<file path="config.mk">
export PLATFORM = sky130hd
export DESIGN_NAME = xmodem_crc_receiver_flat
export DESIGN_NICKNAME = d
export VERILOG_FILES = /design/src/hdl/xcr_pkg.sv /design/src/hdl/xcr_ifs.sv /design/src/hdl/xmodem_crc_receiver.sv /design/src/hdl/xcr_front.sv /design/src/hdl/xcr_queue.sv /design/src/hdl/xcr_engine.sv /design/src/flat_wrapper.sv
export SDC_FILE = /design/constraint.sdc
export NUM_CORES = 1
export LEC_CHECK = 0
export ABC_AREA = 1
export BUFFER_PORTS_ARGS = -buffer_cell sky130_fd_sc_hd__buf_2
export CORE_MARGIN = 5
export CORE_UTILIZATION = 51
export CTS_CLUSTER_DIAMETER = 50
export DETAILED_ROUTE_END_ITERATION = 16
export GPL_TIMING_DRIVEN = 1
export PLACE_DENSITY = 0.71
export SYNTH_ARGS = -nofsm -noshare
export SYNTH_HDL_FRONTEND = slang
export SYNTH_SLANG_ARGS = --single-unit
</file>
<file path="constraint.sdc">
create_clock -name clk -period 6.8 [get_ports clk]
set_input_delay 0.34 -clock clk [delete_from_list [all_inputs] [get_ports clk]]
set_output_delay 0.34 -clock clk [all_outputs]
set_load 0.01 [all_outputs]
</file>
<file path="src/hdl/xcr_pkg.sv">
`timescale 1ns / 1ps
// xcr_pkg: shared types, codes and constants of the xmodem-crc receiver
// depends on nothing; every other file of the block but xcr_ifs imports it
package xcr_pkg;

  // payload length of one packet and queue geometry
  localparam int PAYLOAD_BYTES = 128;
  localparam int QDEPTH        = 4;
  localparam int QAW           = 2;

  // protocol bytes
  localparam logic [7:0] B_SOH = 8'h01;
  localparam logic [7:0] B_EOT = 8'h04;
  localparam logic [7:0] B_ACK = 8'h06;
  localparam logic [7:0] B_NAK = 8'h15;
  localparam logic [7:0] B_CAN = 8'h18;
  localparam logic [7:0] B_C   = 8'h43;

  // crc-16/xmodem polynomial
  localparam logic [15:0] CRC_POLY = 16'h1021;

  // request opcodes on the command channel
  localparam logic [2:0] OP_BYTE   = 3'd0;
  localparam logic [2:0] OP_TICK   = 3'd1;
  localparam logic [2:0] OP_BEGIN  = 3'd2;
  localparam logic [2:0] OP_NEXT   = 3'd3;
  localparam logic [2:0] OP_CANCEL = 3'd4;

  // completion status codes
  localparam logic [2:0] ST_OK           = 3'd0;
  localparam logic [2:0] ST_EOT          = 3'd1;
  localparam logic [2:0] ST_CAN          = 3'd2;
  localparam logic [2:0] ST_ABORT        = 3'd3;
  localparam logic [2:0] ST_INIT_TIMEOUT = 3'd4;

  // register indexes on the apb port
  localparam logic [1:0] REG_PACKET_TO = 2'd0;
  localparam logic [1:0] REG_DATA_TO   = 2'd1;
  localparam logic [1:0] REG_PURGE_TO  = 2'd2;
  localparam logic [1:0] REG_RETRY_LIM = 2'd3;

  // classified request kind
  typedef enum logic [2:0] {
    K_BYTE,
    K_TICK,
    K_BEGIN,
    K_NEXT,
    K_CANCEL
  } kind_t;

  // receiver phase
  typedef enum logic [2:0] {
    PH_IDLE,
    PH_PURGE,
    PH_WAIT_SOH,
    PH_NUM,
    PH_NUM_COMP,
    PH_PAYLOAD,
    PH_CRC_HI,
    PH_CRC_LO
  } phase_t;

  // queue entry: data is the received byte or the awaited packet number
  typedef struct packed {
    kind_t      kind;
    logic [7:0] data;
  } item_t;

  // one result
  typedef struct packed {
    logic       tx_valid;
    logic [7:0] tx_byte;
    logic       buf_write;
    logic [6:0] buf_index;
    logic [7:0] buf_byte;
    logic       done_res;
    logic [2:0] status;
  } res_t;

  // configuration registers
  typedef struct packed {
    logic [15:0] packet_timeout_ms;
    logic [15:0] data_timeout_ms;
    logic [15:0] purge_timeout_ms;
    logic [7:0]  retry_limit;
  } cfg_t;

  // engine status seen by the top level
  typedef struct packed {
    logic pop;
    logic idle;
  } eng_stat_t;

endpackage

</file>
<file path="src/hdl/xcr_ifs.sv">
`timescale 1ns / 1ps
// xcr_ifs: valid/ready channel interfaces for commands and results
// depends on nothing
interface xcr_cmd_if;
  logic       valid;
  logic       ready;
  logic [2:0] opcode;
  logic [7:0] rx_byte;
  logic [7:0] expected_number;

  modport source (output valid, output opcode, output rx_byte, output expected_number,
                  input ready);
  modport sink (input valid, input opcode, input rx_byte, input expected_number,
                output ready);
endinterface

interface xcr_res_if;
  logic       valid;
  logic       ready;
  logic       tx_valid;
  logic [7:0] tx_byte;
  logic       buf_write;
  logic [6:0] buf_index;
  logic [7:0] buf_byte;
  logic       done_res;
  logic [2:0] status;

  modport source (output valid, output tx_valid, output tx_byte, output buf_write,
                  output buf_index, output buf_byte, output done_res, output status,
                  input ready);
  modport sink (input valid, input tx_valid, input tx_byte, input buf_write,
                input buf_index, input buf_byte, input done_res, input status,
                output ready);
endinterface

</file>
<file path="src/hdl/xmodem_crc_receiver.sv">
`timescale 1ns / 1ps
// xmodem_crc_receiver: receiving side of xmodem-crc, 128-byte packets
// depends on xcr_pkg, xcr_ifs, xcr_front, xcr_queue and xcr_engine
//
//  port   | dir | handshake           | payload
//  cmd    | in  | valid / ready       | opcode, rx_byte, expected_number
//  res    | out | valid / ready       | tx_*, buf_*, done_res, status
//  apb    | in  | psel/penable/pready | paddr, pwdata, prdata
//
// one request per cycle sustained while the result sink is ready; the engine
// finishes each request as it takes it, with its byte crc worked in that same cycle
// an accepted request is written into the queue; the engine takes it from the head
// and loads the result register; a four-entry queue sits in between
// a stalled result holds the engine, the queue absorbs four more requests
// synchronous reset clears the phase, the queue and the result valid flag;
// registers return to 1000, 100, 100 and 10
module xmodem_crc_receiver
  import xcr_pkg::*;
(
  input  logic        clk,
  input  logic        rst,
  xcr_cmd_if.sink     cmd,
  xcr_res_if.source   res,
  input  logic        psel,
  input  logic        penable,
  input  logic        pwrite,
  input  logic [3:0]  paddr,
  input  logic [31:0] pwdata,
  output logic [31:0] prdata,
  output logic        pready
);

  cfg_t      cfg;
  logic      q_ready;
  logic      push;
  item_t     entry;
  logic      head_valid;
  item_t     head;
  eng_stat_t stat;
  logic      cfg_wr;

  // configuration registers
  assign pready = 1'b1;
  assign cfg_wr = psel && penable && pwrite;

  always_ff @(posedge clk) begin
    if (rst) begin
      cfg.packet_timeout_ms <= 16'd1000;
      cfg.data_timeout_ms   <= 16'd100;
      cfg.purge_timeout_ms  <= 16'd100;
      cfg.retry_limit       <= 8'd10;
    end else if (cfg_wr) begin
      unique case (paddr[3:2])
        REG_PACKET_TO: cfg.packet_timeout_ms <= pwdata[15:0];
        REG_DATA_TO:   cfg.data_timeout_ms   <= pwdata[15:0];
        REG_PURGE_TO:  cfg.purge_timeout_ms  <= pwdata[15:0];
        REG_RETRY_LIM: cfg.retry_limit       <= pwdata[7:0];
        default:       cfg.retry_limit       <= cfg.retry_limit;
      endcase
    end
  end

  // register read back
  always_comb begin
    unique case (paddr[3:2])
      REG_PACKET_TO: prdata = {16'd0, cfg.packet_timeout_ms};
      REG_DATA_TO:   prdata = {16'd0, cfg.data_timeout_ms};
      REG_PURGE_TO:  prdata = {16'd0, cfg.purge_timeout_ms};
      REG_RETRY_LIM: prdata = {24'd0, cfg.retry_limit};
      default:       prdata = '0;
    endcase
  end

  // request classification
  xcr_front u_front (
    .cmd     (cmd),
    .q_ready (q_ready),
    .push    (push),
    .entry   (entry)
  );

  // request queue
  xcr_queue u_queue (
    .clk        (clk),
    .rst        (rst),
    .push       (push),
    .push_item  (entry),
    .not_full   (q_ready),
    .pop        (stat.pop),
    .head_valid (head_valid),
    .head       (head)
  );

  // protocol engine
  xcr_engine u_engine (
    .clk        (clk),
    .rst        (rst),
    .cfg        (cfg),
    .head_valid (head_valid),
    .head       (head),
    .stat       (stat),
    .res        (res)
  );

  // cancel always leaves the receiver idle
  a_cancel_idle: assert property (@(posedge clk) disable iff (rst)
    stat.pop && head.kind == K_CANCEL |=> stat.idle)
    else $error("receiver not idle after cancel");

  // begin always starts a purge
  a_begin_busy: assert property (@(posedge clk) disable iff (rst)
    stat.pop && head.kind == K_BEGIN |=> !stat.idle)
    else $error("receiver idle after begin");

  // an abort status always comes with a cancel byte
  a_abort_can: assert property (@(posedge clk) disable iff (rst)
    res.valid && res.done_res && res.status == ST_ABORT |->
      res.tx_valid && res.tx_byte == B_CAN)
    else $error("abort without cancel byte");

  // a payload write never shares a result with a send or a status
  a_write_alone: assert property (@(posedge clk) disable iff (rst)
    res.valid && res.buf_write |-> !res.tx_valid && !res.done_res)
    else $error("payload write mixed with other result");

  // nothing is pushed into a full queue
  a_no_overflow: assert property (@(posedge clk) disable iff (rst)
    push |-> q_ready && cmd.ready)
    else $error("queue overflow");

endmodule

</file>
<file path="src/hdl/xcr_front.sv">
`timescale 1ns / 1ps
// xcr_front: accepts command requests and classifies them into queue entries
// depends on xcr_pkg and xcr_cmd_if
module xcr_front
  import xcr_pkg::*;
(
  xcr_cmd_if.sink cmd,
  input  logic    q_ready,
  output logic    push,
  output item_t   entry
);

  // accept whenever the queue has room
  assign cmd.ready = q_ready;

  // opcode decode; unknown opcodes are accepted and dropped
  always_comb begin
    entry.kind = K_BYTE;
    entry.data = cmd.rx_byte;
    push       = cmd.valid && q_ready;
    unique case (cmd.opcode)
      OP_BYTE:   entry.kind = K_BYTE;
      OP_TICK:   entry.kind = K_TICK;
      OP_BEGIN:  entry.kind = K_BEGIN;
      OP_NEXT: begin
        entry.kind = K_NEXT;
        entry.data = cmd.expected_number;
      end
      OP_CANCEL: entry.kind = K_CANCEL;
      default:   push = 1'b0;
    endcase
  end

endmodule

</file>
<file path="src/hdl/xcr_queue.sv">
`timescale 1ns / 1ps
// xcr_queue: short fifo of classified requests between front and engine
// depends on xcr_pkg
module xcr_queue
  import xcr_pkg::*;
(
  input  logic  clk,
  input  logic  rst,
  input  logic  push,
  input  item_t push_item,
  output logic  not_full,
  input  logic  pop,
  output logic  head_valid,
  output item_t head
);

  item_t          slots [QDEPTH];
  logic [QAW-1:0] wr_ptr;
  logic [QAW-1:0] rd_ptr;
  logic [QAW:0]   count;

  assign not_full   = (count != QAW'(0) + (QAW+1)'(QDEPTH));
  assign head_valid = (count != '0);
  assign head       = slots[rd_ptr];

  // entry storage
  always_ff @(posedge clk) begin
    if (push) begin
      slots[wr_ptr] <= push_item;
    end
  end

  // pointers and fill level
  always_ff @(posedge clk) begin
    if (rst) begin
      wr_ptr <= '0;
      rd_ptr <= '0;
      count  <= '0;
    end else begin
      if (push) begin
        wr_ptr <= wr_ptr + QAW'(1);
      end
      if (pop) begin
        rd_ptr <= rd_ptr + QAW'(1);
      end
      if (push && !pop) begin
        count <= count + (QAW+1)'(1);
      end else if (pop && !push) begin
        count <= count - (QAW+1)'(1);
      end
    end
  end

endmodule

</file>
<file path="src/hdl/xcr_engine.sv">
`timescale 1ns / 1ps
// xcr_engine: protocol state machine, crc and result register
// depends on xcr_pkg and xcr_res_if
module xcr_engine
  import xcr_pkg::*;
(
  input  logic      clk,
  input  logic      rst,
  input  cfg_t      cfg,
  input  logic      head_valid,
  input  item_t     head,
  output eng_stat_t stat,
  xcr_res_if.source res
);

  phase_t      phase, phase_next;
  logic        purge_then_c, purge_then_c_next;
  logic        begin_mode, begin_mode_next;
  logic [7:0]  awaited_number, awaited_number_next;
  logic [7:0]  got_number, got_number_next;
  logic [7:0]  byte_count, byte_count_next;
  logic [15:0] running_crc, running_crc_next;
  logic [7:0]  crc_high, crc_high_next;
  logic [7:0]  retry_count, retry_count_next;
  logic [15:0] wait_timer, wait_timer_next;

  logic        res_valid;
  res_t        res_q, res_d;
  logic        res_load;

  logic        go;
  logic [7:0]  b;
  logic [16:0] tick_t;
  logic [15:0] limit;
  logic        tick_hit;
  logic        num_ok;
  logic        comp_ok;
  logic        crc_ok;
  logic        retry_ok;
  logic [7:0]  count_inc;
  logic        last_byte;
  logic        fail_a, fail_b;
  logic        abort_b;

  // byte-wise crc-16/xmodem, eight shift steps
  function automatic logic [15:0] crc_step(input logic [15:0] crc_in, input logic [7:0] d);
    logic [15:0] c;
    c = crc_in ^ {d, 8'h00};
    for (int j = 0; j < 8; j++) begin
      c = c[15] ? ((c << 1) ^ CRC_POLY) : (c << 1);
    end
    return c;
  endfunction

  // take the head item when the result register is free
  assign go        = head_valid && (!res_valid || res.ready);
  assign b         = head.data;
  assign stat.pop  = go;
  assign stat.idle = (phase == PH_IDLE);

  // shared conditions
  assign limit     = (phase == PH_PURGE)    ? cfg.purge_timeout_ms :
                     (phase == PH_WAIT_SOH) ? cfg.packet_timeout_ms : cfg.data_timeout_ms;
  assign tick_t    = {1'b0, wait_timer} + 17'd1;
  assign tick_hit  = !(tick_t < {1'b0, limit});
  assign num_ok    = (b == awaited_number) || (b == awaited_number - 8'd1);
  assign comp_ok   = (({1'b0, b} + {1'b0, got_number}) == 9'h0ff);
  assign crc_ok    = ({crc_high, b} == running_crc);
  assign retry_ok  = (retry_count < cfg.retry_limit);
  assign count_inc = byte_count + 8'd1;
  assign last_byte = ({1'b0, count_inc} >= 9'(PAYLOAD_BYTES));

  // next phase
  always_comb begin
    phase_next = phase;
    fail_a     = 1'b0;
    if (go) begin
      unique case (head.kind)
        K_BYTE: begin
          unique case (phase)
            PH_IDLE, PH_PURGE: phase_next = phase;
            PH_WAIT_SOH: begin
              if (b == B_SOH) begin
                phase_next = PH_NUM;
              end else if (b == B_EOT || b == B_CAN) begin
                phase_next = PH_IDLE;
              end else begin
                fail_a = 1'b1;
              end
            end
            PH_NUM:      phase_next = num_ok ? PH_NUM_COMP : PH_IDLE;
            PH_NUM_COMP: begin
              if (comp_ok) begin
                phase_next = PH_PAYLOAD;
              end else begin
                fail_a = 1'b1;
              end
            end
            PH_PAYLOAD:  phase_next = last_byte ? PH_CRC_HI : PH_PAYLOAD;
            PH_CRC_HI:   phase_next = PH_CRC_LO;
            PH_CRC_LO: begin
              if (!crc_ok) begin
                fail_a = 1'b1;
              end else if (got_number == awaited_number || begin_mode) begin
                phase_next = PH_IDLE;
              end else begin
                phase_next = PH_WAIT_SOH;
              end
            end
            default:     phase_next = phase;
          endcase
        end
        K_TICK: begin
          if (phase != PH_IDLE && tick_hit) begin
            if (phase == PH_PURGE) begin
              phase_next = PH_WAIT_SOH;
            end else if (phase == PH_WAIT_SOH && begin_mode) begin
              phase_next = PH_IDLE;
            end else begin
              fail_a = 1'b1;
            end
          end
        end
        K_BEGIN:  phase_next = PH_PURGE;
        K_NEXT:   phase_next = PH_WAIT_SOH;
        K_CANCEL: phase_next = PH_IDLE;
        default:  phase_next = phase;
      endcase
      // a failure retries after a purge or gives up
      if (fail_a) begin
        phase_next = retry_ok ? PH_PURGE : PH_IDLE;
      end
    end
  end

  // datapath updates and result
  always_comb begin
    purge_then_c_next   = purge_then_c;
    begin_mode_next     = begin_mode;
    awaited_number_next = awaited_number;
    got_number_next     = got_number;
    byte_count_next     = byte_count;
    running_crc_next    = running_crc;
    crc_high_next       = crc_high;
    retry_count_next    = retry_count;
    wait_timer_next     = wait_timer;
    res_d               = '0;
    res_load            = 1'b0;
    fail_b              = 1'b0;
    abort_b             = 1'b0;
    if (go) begin
      unique case (head.kind)
        K_BYTE: begin
          if (phase != PH_IDLE) begin
            wait_timer_next = '0;
          end
          unique case (phase)
            PH_IDLE, PH_PURGE: res_load = 1'b0;
            PH_WAIT_SOH: begin
              if (b == B_SOH) begin
                byte_count_next  = '0;
                running_crc_next = '0;
              end else if (b == B_EOT) begin
                res_load       = 1'b1;
                res_d.tx_valid = 1'b1;
                res_d.tx_byte  = B_ACK;
                res_d.done_res = 1'b1;
                res_d.status   = ST_EOT;
              end else if (b == B_CAN) begin
                res_load       = 1'b1;
                res_d.done_res = 1'b1;
                res_d.status   = ST_CAN;
              end else begin
                fail_b = 1'b1;
              end
            end
            PH_NUM: begin
              if (num_ok) begin
                got_number_next = b;
              end else begin
                abort_b = 1'b1;
              end
            end
            PH_NUM_COMP: fail_b = !comp_ok;
            PH_PAYLOAD: begin
              res_load         = 1'b1;
              res_d.buf_write  = 1'b1;
              res_d.buf_index  = byte_count[6:0];
              res_d.buf_byte   = b;
              running_crc_next = crc_step(running_crc, b);
              byte_count_next  = count_inc;
            end
            PH_CRC_HI:   crc_high_next = b;
            PH_CRC_LO: begin
              if (!crc_ok) begin
                fail_b = 1'b1;
              end else if (got_number == awaited_number) begin
                res_load       = 1'b1;
                res_d.done_res = 1'b1;
                res_d.status   = ST_OK;
              end else if (begin_mode) begin
                abort_b = 1'b1;
              end else begin
                retry_count_next = '0;
                res_load         = 1'b1;
                res_d.tx_valid   = 1'b1;
                res_d.tx_byte    = B_ACK;
              end
            end
            default:     res_load = 1'b0;
          endcase
        end
        K_TICK: begin
          if (phase != PH_IDLE) begin
            if (!tick_hit) begin
              wait_timer_next = tick_t[15:0];
            end else begin
              wait_timer_next = '0;
              if (phase == PH_PURGE) begin
                res_load       = 1'b1;
                res_d.tx_valid = 1'b1;
                res_d.tx_byte  = purge_then_c ? B_C : B_NAK;
              end else if (phase == PH_WAIT_SOH && begin_mode) begin
                res_load       = 1'b1;
                res_d.done_res = 1'b1;
                res_d.status   = ST_INIT_TIMEOUT;
              end else begin
                fail_b = 1'b1;
              end
            end
          end
        end
        K_BEGIN: begin
          purge_then_c_next   = 1'b1;
          begin_mode_next     = 1'b1;
          awaited_number_next = 8'd1;
          retry_count_next    = '0;
          wait_timer_next     = '0;
        end
        K_NEXT: begin
          purge_then_c_next   = 1'b0;
          begin_mode_next     = 1'b0;
          awaited_number_next = b;
          retry_count_next    = '0;
          wait_timer_next     = '0;
          res_load            = 1'b1;
          res_d.tx_valid      = 1'b1;
          res_d.tx_byte       = B_ACK;
        end
        K_CANCEL: begin
          wait_timer_next = '0;
          res_load        = 1'b1;
          res_d.tx_valid  = 1'b1;
          res_d.tx_byte   = B_CAN;
        end
        default: res_load = 1'b0;
      endcase
      // retry with a purge, or abort once the retries are spent
      if (fail_b) begin
        if (retry_ok) begin
          retry_count_next  = retry_count + 8'd1;
          purge_then_c_next = 1'b0;
          wait_timer_next   = '0;
        end else begin
          abort_b = 1'b1;
        end
      end
      if (abort_b) begin
        res_load       = 1'b1;
        res_d          = '0;
        res_d.tx_valid = 1'b1;
        res_d.tx_byte  = B_CAN;
        res_d.done_res = 1'b1;
        res_d.status   = ST_ABORT;
      end
    end
  end

  // state registers
  always_ff @(posedge clk) begin
    if (rst) begin
      phase          <= PH_IDLE;
      purge_then_c   <= 1'b0;
      begin_mode     <= 1'b0;
      awaited_number <= '0;
      got_number     <= '0;
      byte_count     <= '0;
      running_crc    <= '0;
      crc_high       <= '0;
      retry_count    <= '0;
      wait_timer     <= '0;
    end else begin
      phase          <= phase_next;
      purge_then_c   <= purge_then_c_next;
      begin_mode     <= begin_mode_next;
      awaited_number <= awaited_number_next;
      got_number     <= got_number_next;
      byte_count     <= byte_count_next;
      running_crc    <= running_crc_next;
      crc_high       <= crc_high_next;
      retry_count    <= retry_count_next;
      wait_timer     <= wait_timer_next;
    end
  end

  // result register, freed as the sink takes it
  always_ff @(posedge clk) begin
    if (rst) begin
      res_valid <= 1'b0;
    end else if (go && res_load) begin
      res_valid <= 1'b1;
    end else if (res.ready) begin
      res_valid <= 1'b0;
    end
  end

  always_ff @(posedge clk) begin
    if (go && res_load) begin
      res_q <= res_d;
    end
  end

  assign res.valid     = res_valid;
  assign res.tx_valid  = res_q.tx_valid;
  assign res.tx_byte   = res_q.tx_byte;
  assign res.buf_write = res_q.buf_write;
  assign res.buf_index = res_q.buf_index;
  assign res.buf_byte  = res_q.buf_byte;
  assign res.done_res  = res_q.done_res;
  assign res.status    = res_q.status;

endmodule

</file>
<file path="src/flat_wrapper.sv">
// flat-port wrapper written by rule: the top's interface ports become plain ports
module xmodem_crc_receiver_flat import xcr_pkg::*;
  (clk, rst, psel, penable, pwrite, paddr, pwdata, prdata, pready, cmd_valid, cmd_opcode, cmd_rx_byte, cmd_expected_number, cmd_ready, res_valid, res_tx_valid, res_tx_byte, res_buf_write, res_buf_index, res_buf_byte, res_done_res, res_status, res_ready);
  xcr_cmd_if cmd_i ();
  xcr_res_if res_i ();
  input  logic clk;
  input  logic rst;
  input  logic psel;
  input  logic penable;
  input  logic pwrite;
  input  logic [3:0] paddr;
  input  logic [31:0] pwdata;
  output logic [31:0] prdata;
  output logic pready;
  input wire logic [$bits(cmd_i.valid)-1:0] cmd_valid;
  input wire logic [$bits(cmd_i.opcode)-1:0] cmd_opcode;
  input wire logic [$bits(cmd_i.rx_byte)-1:0] cmd_rx_byte;
  input wire logic [$bits(cmd_i.expected_number)-1:0] cmd_expected_number;
  output wire logic [$bits(cmd_i.ready)-1:0] cmd_ready;
  output wire logic [$bits(res_i.valid)-1:0] res_valid;
  output wire logic [$bits(res_i.tx_valid)-1:0] res_tx_valid;
  output wire logic [$bits(res_i.tx_byte)-1:0] res_tx_byte;
  output wire logic [$bits(res_i.buf_write)-1:0] res_buf_write;
  output wire logic [$bits(res_i.buf_index)-1:0] res_buf_index;
  output wire logic [$bits(res_i.buf_byte)-1:0] res_buf_byte;
  output wire logic [$bits(res_i.done_res)-1:0] res_done_res;
  output wire logic [$bits(res_i.status)-1:0] res_status;
  input wire logic [$bits(res_i.ready)-1:0] res_ready;
  assign cmd_i.valid = cmd_valid;
  assign cmd_i.opcode = cmd_opcode;
  assign cmd_i.rx_byte = cmd_rx_byte;
  assign cmd_i.expected_number = cmd_expected_number;
  assign cmd_ready = cmd_i.ready;
  assign res_valid = res_i.valid;
  assign res_tx_valid = res_i.tx_valid;
  assign res_tx_byte = res_i.tx_byte;
  assign res_buf_write = res_i.buf_write;
  assign res_buf_index = res_i.buf_index;
  assign res_buf_byte = res_i.buf_byte;
  assign res_done_res = res_i.done_res;
  assign res_status = res_i.status;
  assign res_i.ready = res_ready;
  xmodem_crc_receiver u_core (.clk(clk), .rst(rst), .cmd(cmd_i), .res(res_i), .psel(psel), .penable(penable), .pwrite(pwrite), .paddr(paddr), .pwdata(pwdata), .prdata(prdata), .pready(pready));
endmodule
</file>
# --- Word level (Yosys, flattened, before mapping) ---
# Memories as Yosys holds them, arrays and structs flattened. A register that Yosys moved wholly into a read port is not among the register bits.
# Cells that the tools add are included.
op_classes:
  addsub: 9
  n_lt_le_gt_ge: 3
  eq_ne: 34
  n_mux: 124
  bitwise_logic: 12
  n_reduce_logical: 46
op_table:
  columns: ["cell", "count"]
  rows:
  - ["$mux 16", 10]
  - ["$pmux 32 s4", 1]
  - ["$mux 13", 8]
  - ["$mux 9", 8]
  - ["$mux 8", 8]
  - ["$pmux 16 s3", 1]
  - ["$pmux 8 s2", 3]
  - ["$mux 1", 42]
  - ["$mux 4", 9]
  - ["$pmux 9 s4", 1]
  - ["$mux 3", 11]
  - ["$pmux 16 s2", 1]
  - ["$mux 29", 1]
  - ["$eq 8x8->1", 3]
  - ["$not 3->3", 8]
  - ["$eq 3x2->1 const B", 6]
  - ["$eq 3x3->1 const B", 6]
  - ["$pmux 3 s6", 1]
  - ["$pmux 9 s2", 1]
  - ["$add 16x1->17 const B", 1]
  - ["$lt 17x16->1", 1]
  - ["$add 8x1->8 const B", 2]
  - ["$eq 16x16->1", 1]
  - ["$pmux 4 s2", 2]
  - ["42 further kinds", 92]
word_totals:
  register_bits: 170
  mem_bits_rw: 44
  inputBits: 62
  output_inout_bits: 64
  wordCells: 256
  n_memories: 1
mem_list:
  columns: ["memory", "words", "width", "rd", "rd_clocked_by_memory_dff", "write_ports", "line_no", "text"]
  rows:
  - ["u_core.u_queue.slots", 4, 11, 1, 1, 1, "xcr_queue.sv:17", "item_t slots [QDEPTH];"]

# --- Logic depth before layout (Yosys ltp) ---
# Gate-level depths: netlist of the first run.
logic_depth:
  depth_word: 18
  ltp_mapped: 29
  ltp_nobuf: 26

# --- Hierarchy ---
# From an unflattened synthesis of the first run, not the netlist that was laid out.
hier_totals:
  hier_cells: 1728
  area_unflattened_um2: 12456.9
by_module_without_submodules:
  columns: ["mod", "instances", "cells_each", "area_per_inst_um2"]
  rows:
  - ["xcr_engine", 1, 1107, 7490.9]
  - ["xmodem_crc_receiver", 1, 418, 2698.8]
  - ["xcr_queue", 1, 166, 2078.2]
  - ["xcr_front", 1, 37, 188.9]

# --- Worst setup path after synthesis of the first run ---
# Ideal clock, no wire load.
synth_path:
  kind: "reg2reg"
  from: "reg u_core.u_engine.wait_timer[0]"
  to: "reg u_core.u_engine.res_q (netlist bit u_core.u_engine.res.buf_byte[0]) (enable)"
  setup_ns: 0.382
  t_arrival_ns: 3.454
  required_time_ns: 6.418
  setup_slack_ns: 2.964
  stages_incl_launch_ff: 23
  path_buffers: 0
  path_cell_list: "dfxtp_1 -> ha_1 -> nand3_1 -> nor2_1 -> nand4_1 -> or2_2 -> nor3_1 -> nand2_1 -> xor2_1 -> inv_1 -> ha_1 -> nand2_1 -> inv_1 -> nand3_1 -> nor2_1 -> nand2_1 -> nand2_1 -> nand3_1 -> nand2_2 -> nand2_1 -> nand3_1 -> nand2_1 -> inv_1"
synth_between:
  elab_chain_cells: 11
synth_rtl:
  columns: ["element", "line_no", "text"]
  rows:
  - ["start, declared", "xcr_engine.sv:25", "logic [15:0] wait_timer, wait_timer_next;"]
  - ["start signal, assigned", "xcr_engine.sv:302", "wait_timer <= wait_timer_next;"]
  - ["$add 16x1->17 *", "xcr_engine.sv:64", "assign tick_t = {1'b0, wait_timer} + 17'd1;"]
  - ["$lt 17x16->1 *", "xcr_engine.sv:65", "assign tick_hit = !(tick_t < {1'b0, limit});"]
  - ["$mux 1", "xcr_engine.sv:215", "if (!tick_hit) begin"]
  - ["$mux 1", "xcr_engine.sv:214", "if (phase != PH_IDLE) begin"]
  - ["$pmux 1 s2", "xcr_engine.sv:152", "unique case (head.kind)"]
  - ["$mux 1", "xcr_engine.sv:151", "if (go) begin"]
  - ["$mux 1", "xcr_engine.sv:259", "if (fail_b) begin"]
  - ["$mux 1", "xcr_engine.sv:151", null]
  - ["$mux 1 *", "xcr_engine.sv:268", "if (abort_b) begin"]
  - ["$mux 1 *", "xcr_engine.sv:151", null]
  - ["$logic_and 1x1->1 *", "xcr_engine.sv:318", "if (go && res_load) begin"]
  - ["end signal, assigned", "xcr_engine.sv:319", "res_q <= res_d;"]
  - ["end, declared", "xcr_engine.sv:28", "res_t res_q, res_d;"]
# Every way passes the cells marked *; elsewhere a longest branch is shown, timed or not. The select of a mux whose other input is x is not followed.
# A chain may end at the register's enable or synchronous reset.

# --- Final worst setup path of the first run ---
layout_path:
  from: "reg u_core.u_engine.phase[2]"
  to: "reg u_core.u_engine.res_q (netlist bit u_core.u_engine.res.done_res) (enable)"
layout_between:
  elab_chain_cells: 13
layout_rtl:
  columns: ["element", "line_no", "text"]
  rows:
  - ["start, declared", "xcr_engine.sv:16", "phase_t phase, phase_next;"]
  - ["start signal, assigned", "xcr_engine.sv:293", "phase <= phase_next;"]
  - ["$eq 3x2->1", "xcr_engine.sv:63, xcr_engine.sv:157, xcr_engine.sv:223", null]
  - ["$mux 16 / $logic_and 1x1->1 (equally long branches)", "xcr_engine.sv:63, xcr_engine.sv:223", null]
  - ["$mux 16 / $mux 1 (equally long branches)", "xcr_engine.sv:62, xcr_engine.sv:223", null]
  - ["$lt 17x16->1 / $mux 1 (equally long branches)", "xcr_engine.sv:65, xcr_engine.sv:219", null]
  - ["$mux 1", "xcr_engine.sv:215", null]
  - ["$mux 1", "xcr_engine.sv:214", null]
  - ["$pmux 1 s2", "xcr_engine.sv:152", null]
  - ["$mux 1", "xcr_engine.sv:151", null]
  - ["$mux 1", "xcr_engine.sv:259", null]
  - ["$mux 1", "xcr_engine.sv:151", null]
  - ["$mux 1 *", "xcr_engine.sv:268", null]
  - ["$mux 1 *", "xcr_engine.sv:151", null]
  - ["$logic_and 1x1->1 *", "xcr_engine.sv:318", null]
# Marked as above.

==> results of run 1 <==
==> per-stage QoR <==
stage	total power (uW)	utilization	hold slack (ns)	area, sq um	std cells
6_report	5560	0.580	0.0713	13500	1996
5_1_grt	5960	0.580	0.0804	13500	1996
4_1_cts	5570	0.579	0.0404	13500	1995
3_5_place_dp	4000	0.538	0.474	12500	1947
3_3_place_gp	3950	0.538	0.462	12500	1947
2_1_floorplan	3430	-	0.450	12100	1608
==> worst max path at each step <==
stage                                        startpoint                         endpoint  slack [ns]  cells after the start
after floorplan           u_core.u_engine.wait_timer[0]  u_core.u_engine.res.buf_byte[0]        2.96                     22
after global placement         u_core.u_engine.phase[0]  u_core.u_engine.res.buf_byte[6]        1.76                     19
after detailed placement       u_core.u_engine.phase[0]  u_core.u_engine.res.buf_byte[0]        1.66                     21
after CTS                      u_core.u_engine.phase[2]     u_core.u_engine.res.done_res        1.65                     21
after global routing           u_core.u_engine.phase[2]     u_core.u_engine.res.done_res        1.15                     21
final                          u_core.u_engine.phase[2]     u_core.u_engine.res.done_res        1.57                     21
==> synthesized netlist by cell type, types with 7 or more instances <==
cell type,count
a211oi_1,7
a21oi_1,114
a221oi_1,11
buf_2,7
buf_4,22
clkbuf_1,37
dfxtp_1,143
edfxtp_1,71
ha_1,39
inv_1,173
inv_2,10
mux2_2,8
nand2_1,364
nand2_2,11
nand3_1,109
nand3_2,12
nand4_1,16
nor2_1,151
nor3_1,21
o2111ai_1,7
o211ai_1,18
o21ai_0,122
xnor2_1,17
xor2_1,38
==> report_power, final <==
part / total, uW / internal, uW / switching (uW)
sequential: 1720 / 1560 / 155
combinational: 2290 / 729 / 1560
clock: 1550 / 993 / 556
total: 5560 / 3280 / 2270
==> critical path, cell delays in order (launching register included) <==
cell and delay [ns]:
dfxtp_1 0.34, inv_1 0.14, nand3_1 0.51, inv_2 0.66, nand2_1 0.10, o211ai_1 0.11
o21ai_0 0.27, ha_1 0.40, nand2_1 0.05, inv_1 0.06, o21ai_0 0.07, nand2_1 0.07
nand4_1 0.09, nand2_1 0.08, inv_1 0.04, nand2_1 0.26, nand3_1 0.17, nand2_2 0.25
nand2_1 0.16, nand3_1 0.09, nand2_1 0.08, inv_1 0.82
==> registers in the layout (all words and copies together) (netlist names), 2 cells and up, named ones only <==
register and count:
u_core.cfg 56, u_core.u_engine.awaited_number 8, u_core.u_engine.byte_count 8, u_core.u_engine.crc_high 8, u_core.u_engine.got_number 8, u_core.u_engine.phase 3, u_core.u_engine.res.buf_byte 8, u_core.u_engine.res.buf_index 7
u_core.u_engine.res.status 3, u_core.u_engine.res.tx_byte 6, u_core.u_engine.retry_count 8, u_core.u_engine.running_crc 16, u_core.u_engine.wait_timer 16, u_core.u_queue.count 3, u_core.u_queue.rd_ptr 2, u_core.u_queue.slots 44
u_core.u_queue.wr_ptr 2
==> cell families (layout without fill, tap and decap cells) <==
family                   count (synthesis)  after routing  share of synthesized area
AND/OR/NAND/NOR                        715            715                      0.262
AO/OA/AOI/OAI                          295            295                      0.136
buffers and inverters                  261            329                     0.0930
flip-flops                             214            214                      0.416
XOR/XNOR                                55             55                     0.0402
adder cells (fa/ha/maj)                 41             41                     0.0440
multiplexers                             8              8                    0.00751
other                                    2             20                   0.000626
==> area by class of cell <==
class | instances | area [sq um] | area share
Antenna cell | 1 | 2.50 | 0.000185
Multi-Input combinational cell | 1133 | 5960 | 0.441
Clock inverter | 19 | 289 | 0.0214
Sequential cell | 214 | 4990 | 0.369
Inverter | 186 | 698 | 0.0516
Timing Repair Buffer | 95 | 493 | 0.0365
Tap cell | 319 | 399 | 0.0295
Clock buffer | 29 | 683 | 0.0505
==> routing by layer <==
layer / global-route usage / vias up / wire length (um)
met4: 0.0541 / 0 / 467
met1: 0.304 / 4856 / 13300
met2: 0.356 / 339 / 13400
met3: 0.0257 / 33 / 1950
met5: 0 / - / 0
li1: - / 5344 / -
==> impl_metrics.ini, run 1 <==
[status]
outcome = finished clean

[sta]
tightest_slew_ns = 1.11
setup_slack_ns = 1.57
slew_violations = 0
finalCritPeriodShare = 0.769
finalHoldViolCount = 0
relSlewSlack = 0.258
rsz0062_at_grt = false
setup_violations = 0
finalSetupTns_ns = 0
min_period_ns = 5.23
fmax_mhz = 191
fin_skew_ns = 0.0192

[finish]
final_nets = 1759
layout-drive-gt1-share = 0.124
final_common_cell = nand2_1
final_cell_mix = nand2_1 (364), inv_1 (172), nor2_1 (151)
area_growth_pct = 12.7
fillerInstances = 2160

[global_routing]
grt_pass1_vias = 9896
antenna_found_initial = 1
grt_max_degree = 105
grtUsageTotal = 0.216
overflow = 0
grt_pass1_wl_um = 48200

[floorplan]
core_area_sq_mm = 0.0233
rows = 56
dieArea_sq_mm = 0.0267
io_pins = 126
die_w_um = 163
start_util = 0.514
die_h_um = 163

[worst_setup_path]
worstReg2RegEnd = u_core.u_engine.res.done_res
crit_fanout = 27
rr_startpoint = u_core.u_engine.phase[2]
reg2reg_slack_ns = 1.57
worst-r2r-cell-count = 21
critPathCaptureType = register
cp.required_ns = 6.94
path_class = reg -> reg
arrival_ns = 5.37
start_kind = register

[clock_network]
post_cts_buffers = 0
cts_tree = yes
clock_tree.buffer_depth = 3
cts_sinks = 214
ctsResizeCount = 0
cts_buffers = 26
cts-root-buf = clkbuf_16
cts_max_level = 1
ctsHoldBuffers = 0
clkTransAtPathRegs_ns = 0.06
insertion_delay_ns = 0.53

[hold_path]
whs_path_depth = 3
hold_end = u_core.cfg[49]
min_path_type = in -> reg
hp-start = pwdata[9]

[synthesis]
syn_avg_cell_area_sq_um = 7.54
synth-edff-count = 71
yosysSeqAreaShare = 0.416
yosys_warnings = 0
synth_ff_type = dfxtp_1
synth-seq-cells = 214
yosysTopAreaCell = dfxtp_1
ys_async_sr_fraction = 0
synthTopCellsByArea = dfxtp_1 (24%), edfxtp_1 (18%), nand2_1 (11%)
yosys.area.top_type_share = 0.239
synth_cell_type_count = 50
syn_inst = 1591
syn_area_sq_mm = 0.0120

[power]
p_per_area_mw_per_mm2 = 411
p_leak_uw = 0.00582
ir_worst_vdd_uv = 216

[place]
numPortBuffers = 88
place.gp.congestion = 0.865
post-place-ws_ns = 1.66
dp_hpwl_um = 20100

[route]
avgRoutedWirePerCell_um = 14.6
firstDrtPassIters = 6
drtAntennaViolNets = 0
drc = 0
vias_per_cell = 5.30
routed_wl_um = 29100
vias = 10600
dr.first_iter.drc_count = 659

[flow_run]
cap_violations = 0
Power figures use the tool's default switching activity.
==> inputs of run 2 (changes only) <==
ABC_AREA = 0   (was 1)
clock period = 5.1 ns   (was 6.8 ns; I/O delays follow)
==> impl_metrics.ini, run 2 <==
[power]
p_per_area_mw_per_mm2 = 444
ir_worst_vdd_uv = 239
p_leak_uw = 0.00507

[global_routing]
overflow = 0
antenna_found_initial = 0
grt_pass1_wl_um = 46800
grt_max_degree = 69
grtUsageTotal = 0.217
grt_pass1_vias = 9169

[sta]
fmax_mhz = 223
finalSetupTns_ns = 0
slew_violations = 0
relSlewSlack = 0.212
setup_violations = 0
fin_skew_ns = 0.0136
min_period_ns = 4.49
tightest_slew_ns = 1.18
finalCritPeriodShare = 0.881
rsz0062_at_grt = false
finalHoldViolCount = 0

[place]
dp_hpwl_um = 19900
placed_cell_area_sq_mm = 0.0123
place.gp.congestion = 0.913
numPortBuffers = 88

[worst_setup_path]
start_kind = register
crit_fanout = 27
arrival_ns = 4.69
path_cells = mux4_2 -> ha_1 -> inv_1 -> fa_1 -> nor3b_1 -> nand4_1 -> a31oi_1 -> a31oi_1 -> o31a_1 -> o32ai_1 -> buf_4 -> a21oi_1 -> or2_2
critPathCaptureType = register
cpPeakStageDelay_ns = 0.64
critical-path-slowest-cell = dfxtp_1
cp_top_family = compound AO/OA/AOI/OAI gates
path_class = reg -> reg
cp_num_buf_inv = 2
cp.required_ns = 5.29
crit_top_cell = a31oi_1

[floorplan]
dieArea_sq_mm = 0.0260
die_w_um = 161
start_util = 0.516
rows = 55
die_h_um = 161
io_pins = 126
core_area_sq_mm = 0.0226

[finish]
final_nets = 1478
fin_area_sq_mm = 0.0135
layout-drive-gt1-share = 0.154
final_cell_mix = nand2_1 (197), dfxtp_1 (143), a21oi_1 (122)
diodes = 0
reg.largest.list = u_core.cfg x56, u_core.u_queue.slots x44
largest_reg_flops = 56
regMostFlops = u_core.cfg
final_common_cell = nand2_1
finish.utilization = 0.597
area_growth_pct = 15.6

[clock_network]
cts-root-buf = clkbuf_16
clock_tree.buffer_depth = 3
insertion_delay_ns = 0.53
cts_tree = yes
post_cts_buffers = 0
cts_buffers = 28
cts_max_level = 1
cts_sinks = 214
clkTransAtPathRegs_ns = 0.06

[synthesis]
yosysMostFrequentCell = nand2_1
syn_avg_cell_area_sq_um = 9.10
synthTopCellsByArea = dfxtp_1 (25%), edfxtp_1 (18%), nand2_1 (6.3%)
synth_top_cells_by_count = nand2_1 (197), dfxtp_1 (143), a21oi_1 (122)
synth_cell_type_count = 72
syn_area_sq_mm = 0.0117
yosys_warnings = 0
synth-seq-cells = 214
synth_ff_type = dfxtp_1
yosysTopAreaCell = dfxtp_1
yosys.area.top_type_share = 0.246
synth-edff-count = 71
syn_inst = 1281
yosysSeqAreaShare = 0.429
ys_async_sr_fraction = 0

[route]
firstDrtPassIters = 5
dr.first_iter.drc_count = 818
routed_wl_um = 29000
drtAntennaViolNets = 0
vias = 9661
avgRoutedWirePerCell_um = 17.2
vias_per_cell = 5.74
drc = 0

[hold_path]
min_path_type = in -> reg

[status]
outcome = finished clean

[flow_run]
cap_violations = 0
==> run 2: changes by cell type after synthesis, sizes merged, moves of 13 or more <==
cell    delta
nor2      -45
clkbuf    +16
mux4      +19
and2      +24
nand2    -183
xnor2     +49
a22oi     +13
o21ai     -91
nor2b     +13
nand3     -74
mux2i     +43
o211ai    -13
inv      -154
xor2      -15
==> run 2: layer usage <==
metal	routed length, um	GRT usage	share of wire	vias to the layer above
li1	-	-	-	4694
met1	13000	0.304	0.45	4558
met2	13300	0.348	0.46	348
met3	2050	0.0370	0.071	61
met4	624	0.0609	0.022	0
met5	0	0	0	-
==> run 2: through the flow <==
step / worst slack (ns) / std cells / hold slack (ns) / total power (uW)
2_1_floorplan: 1.02 / 1298 / 0.379 / 3410
3_3_place_gp: 0.670 / 1614 / 0.456 / 3930
3_5_place_dp: 0.578 / 1614 / 0.464 / 3960
4_1_cts: 0.545 / 1682 / 0.0603 / 5990
5_1_grt: 0.206 / 1682 / 0.0559 / 6300
6_report: 0.608 / 1682 / 0.0825 / 5990
==> run 2: worst register-to-register path, delay by kind of cell, from the launching register on <==
| family | cells | cell delay (ns) |
|---|---|---|
| flops | 1 | 0.64 |
| compound gates | 5 | 1.16 |
| fa+ha+maj | 2 | 0.61 |
| mux | 1 | 0.60 |
| buf+inv | 2 | 0.25 |
| simple gates | 3 | 0.88 |
==> run 2: where the power goes <==
part	switching, uW	leakage (uW)	total [uW]	internal (uW)
Combinational	1230	0.00278	2000	766
Sequential	90.5	0.00181	1980	1890
Clock	783	0.000482	2000	1220
==> run 2: final timing paths <==
kind	start	cells past startpoint	slack, ns	to
max	register	13	0.61	u_core.u_engine.res.status[2]
min	cmd_rx_byte[5]	2	0.08	u_core.u_queue.slots[0][5]
max reg2reg	register	13	0.61	u_core.u_engine.res.status[2]
min reg2reg	u_core.cfg[53]	2	0.47	u_core.cfg[53]
==> run 2: cell type report <==
type / count / area, sq um
clock inverter: 17 / 170
fill: 1954 / 9100
inverter: 30 / 113
tap: 285 / 357
clock buffer: 35 / 798
timing repair buffer: 135 / 848
sequential: 214 / 4990
multi-input combinational: 966 / 6190
==> run 2: what timing repair did <==
item,CTS,global route
hold buffers,16,0
resized for setup,0,0
hold endpoints to repair,46,0
==> run 2: cells by family after synthesis <==
| kind of cell | after synthesis | synth area share |
|---|---|---|
| and+or+nand+nor | 500 | 0.199 |
| AOI/OAI and AO/OA | 244 | 0.127 |
| DFF | 214 | 0.429 |
| buffers and inverters | 118 | 0.0471 |
| xor gates and xnor gates | 89 | 0.0669 |
| muxes | 73 | 0.0852 |
| adders and majority gates | 41 | 0.0453 |
| other | 2 | 0.000644 |
==> inputs of run 3 (changes only) <==
PLACE_DENSITY = unset   (was 0.71)
PLACE_DENSITY_LB_ADDON = 0.1   (was unset)
==> impl_metrics.ini, run 3 (synthesis results as in run 2) <==
[status]
outcome = finished clean

[clock_network]
cts_buffers = 26
cts-root-buf = clkbuf_16
insertion_delay_ns = 0.52
clkTransAtPathRegs_ns = 0.06
cts_tree = yes
ctsResizeCount = 0
cts_max_level = 1
clock_tree.buffer_depth = 3
cts_sinks = 214

[finish]
finalNonFillerCells = 1678
layout-drive-gt1-share = 0.150
regMostFlops = u_core.cfg
largest_reg_flops = 56
final_common_cell = nand2_1
finish.utilization = 0.594
diodes = 0
area_growth_pct = 15.0
final_nets = 1476
final_cell_mix = nand2_1 (197), dfxtp_1 (143), a21oi_1 (122)
reg.largest.list = u_core.cfg x56, u_core.u_queue.slots x44

[sta]
fmax_mhz = 223
finalHoldViolCount = 0
tightest_slew_ns = 1.23
finalSetupTns_ns = 0
rsz0062_at_grt = false
finalCritPeriodShare = 0.880
fin_skew_ns = 0.0132
relSlewSlack = 0.181
setup_violations = 0
slew_violations = 0
min_period_ns = 4.49
holdWs_ns = 0.0242

[flow_run]
cap_violations = 0

[worst_setup_path]
crit_fanout = 27
cp.required_ns = 5.29
path_class = reg -> reg
worst-r2r-cell-count = 12
critPathCaptureType = register
start_kind = register
worstReg2RegEnd = u_core.u_engine.res.buf_byte[1]
arrival_ns = 4.68
reg2reg_slack_ns = 0.61
crit_end = u_core.u_engine.res.buf_byte[1]

[global_routing]
grt_pass1_wl_um = 46900
grt_pass1_vias = 8921
grt_max_degree = 62
grtUsageTotal = 0.218
overflow = 0
antenna_found_initial = 0

[floorplan]
die_h_um = 161
dieArea_sq_mm = 0.0260
die_w_um = 161
core_area_sq_mm = 0.0226
rows = 55
io_pins = 126
start_util = 0.516

[power]
internal-power_uw = 3820
p_per_area_mw_per_mm2 = 437
comb_power_share = 0.342
power.switching_uw = 2030
finalPower_uw = 5860
swShare = 0.347
clock_power_share = 0.321
ir_worst_vdd_uv = 292
p_leak_uw = 0.00502
p_seq_frac = 0.337

[place]
numPortBuffers = 88
place.gp.congestion = 0.941
dp.cells = 1615
dp_hpwl_um = 19900

[route]
wl_met3_um = 1480
routed_wl_um = 28800
top_layer = met4
firstDrtPassIters = 5
avgRoutedWirePerCell_um = 17.2
dr.first_iter.drc_count = 691
drtAntennaViolNets = 0
wl_met2_um = 12700
routedLengthMet1_um = 14000
vias = 9423
vias_per_cell = 5.62
drc = 0

[hold_path]
min_path_type = in -> reg
-- run 3: cell count changes in the layout (fill, tap and decap cells not counted) --
cell	delta
buf_12	+1
dlygate4sd3_1	-1
clkinvlp_4	+2
clkbuf_1	+4
clkbuf_8	-3
clkinv_2	-2
inv_8	-1
clkinv_4	-1
clkbuf_16	-2
bufinv_16	+1
clkinv_1	-1
clkinv_8	-1
-- run 3: per-stage QoR --
step	worst slack, ns	cell area (sq um)
after floorplan	1.02	11700
after global placement	0.661	12400
after detailed placement	0.590	12400
after CTS	0.569	13400
after global routing	0.281	13400
final	0.610	13400
-- run 3: power by group through the flow --
stage / logic [uW] / registers (uW) / clock network (uW)
2_1_floorplan: 1410 / 2000 / 0
3_3_place_gp: 1950 / 2010 / 0
5_1_grt: 2200 / 1990 / 1990
3_5_place_dp: 1960 / 2010 / 0
6_report: 2000 / 1980 / 1880
4_1_cts: 1990 / 1980 / 1910
-- run 3: critical path, stage by stage (launching register included) --
cell      delay [ns]
dfxtp_1         0.53
buf_4           0.27
mux4_2          0.53
ha_1            0.32
a21o_1          0.18
a2111o_1        0.41
a31oi_1         0.21
a31oi_1         0.16
o31a_1          0.41
o32ai_1         0.33
buf_4           0.19
a21oi_1         0.07
or2_2           0.54
-- run 3: layout make-up --
| cell class | count | area (sq um) |
|---|---|---|
| Timing Repair Buffer | 135 | 858 |
| Tap cell | 285 | 357 |
| Clock inverter | 14 | 165 |
| Inverter | 30 | 113 |
| Fill cell | 2070 | 9170 |
| Clock buffer | 34 | 722 |
| Multi-Input combinational cell | 966 | 6190 |
| Sequential cell | 214 | 4990 |
-- run 3: what timing repair did --
action	CTS	global route
hold buffers	15	0
buffers inserted	0	0
endpoints found under the hold margin	38	0
-- run 3: worst min-delay path by stage --
| stage | endpoint | start | slack [ns] | depth (start not counted) |
|---|---|---|---|---|
| after detailed placement | u_core.cfg[39] | u_core.cfg[39] | 0.46 | 2 |
| after global placement | u_core.cfg[50] | u_core.cfg[50] | 0.46 | 2 |
| after global routing | u_core.cfg[11] | pwdata[3] | 0.003 | 3 |
| final | u_core.cfg[11] | pwdata[3] | 0.02 | 3 |
| after CTS | u_core.cfg[11] | pwdata[3] | 0.002 | 3 |
| after floorplan | u_core.cfg[10] | pwdata[2] | 0.38 | 2 |
-- run 3: metal layers --
layer  global-route usage  vias up
met3               0.0263       44
li1                     -     4672
met2                0.334      252
met4               0.0489        0
met1                0.330     4455
met5                    0        -
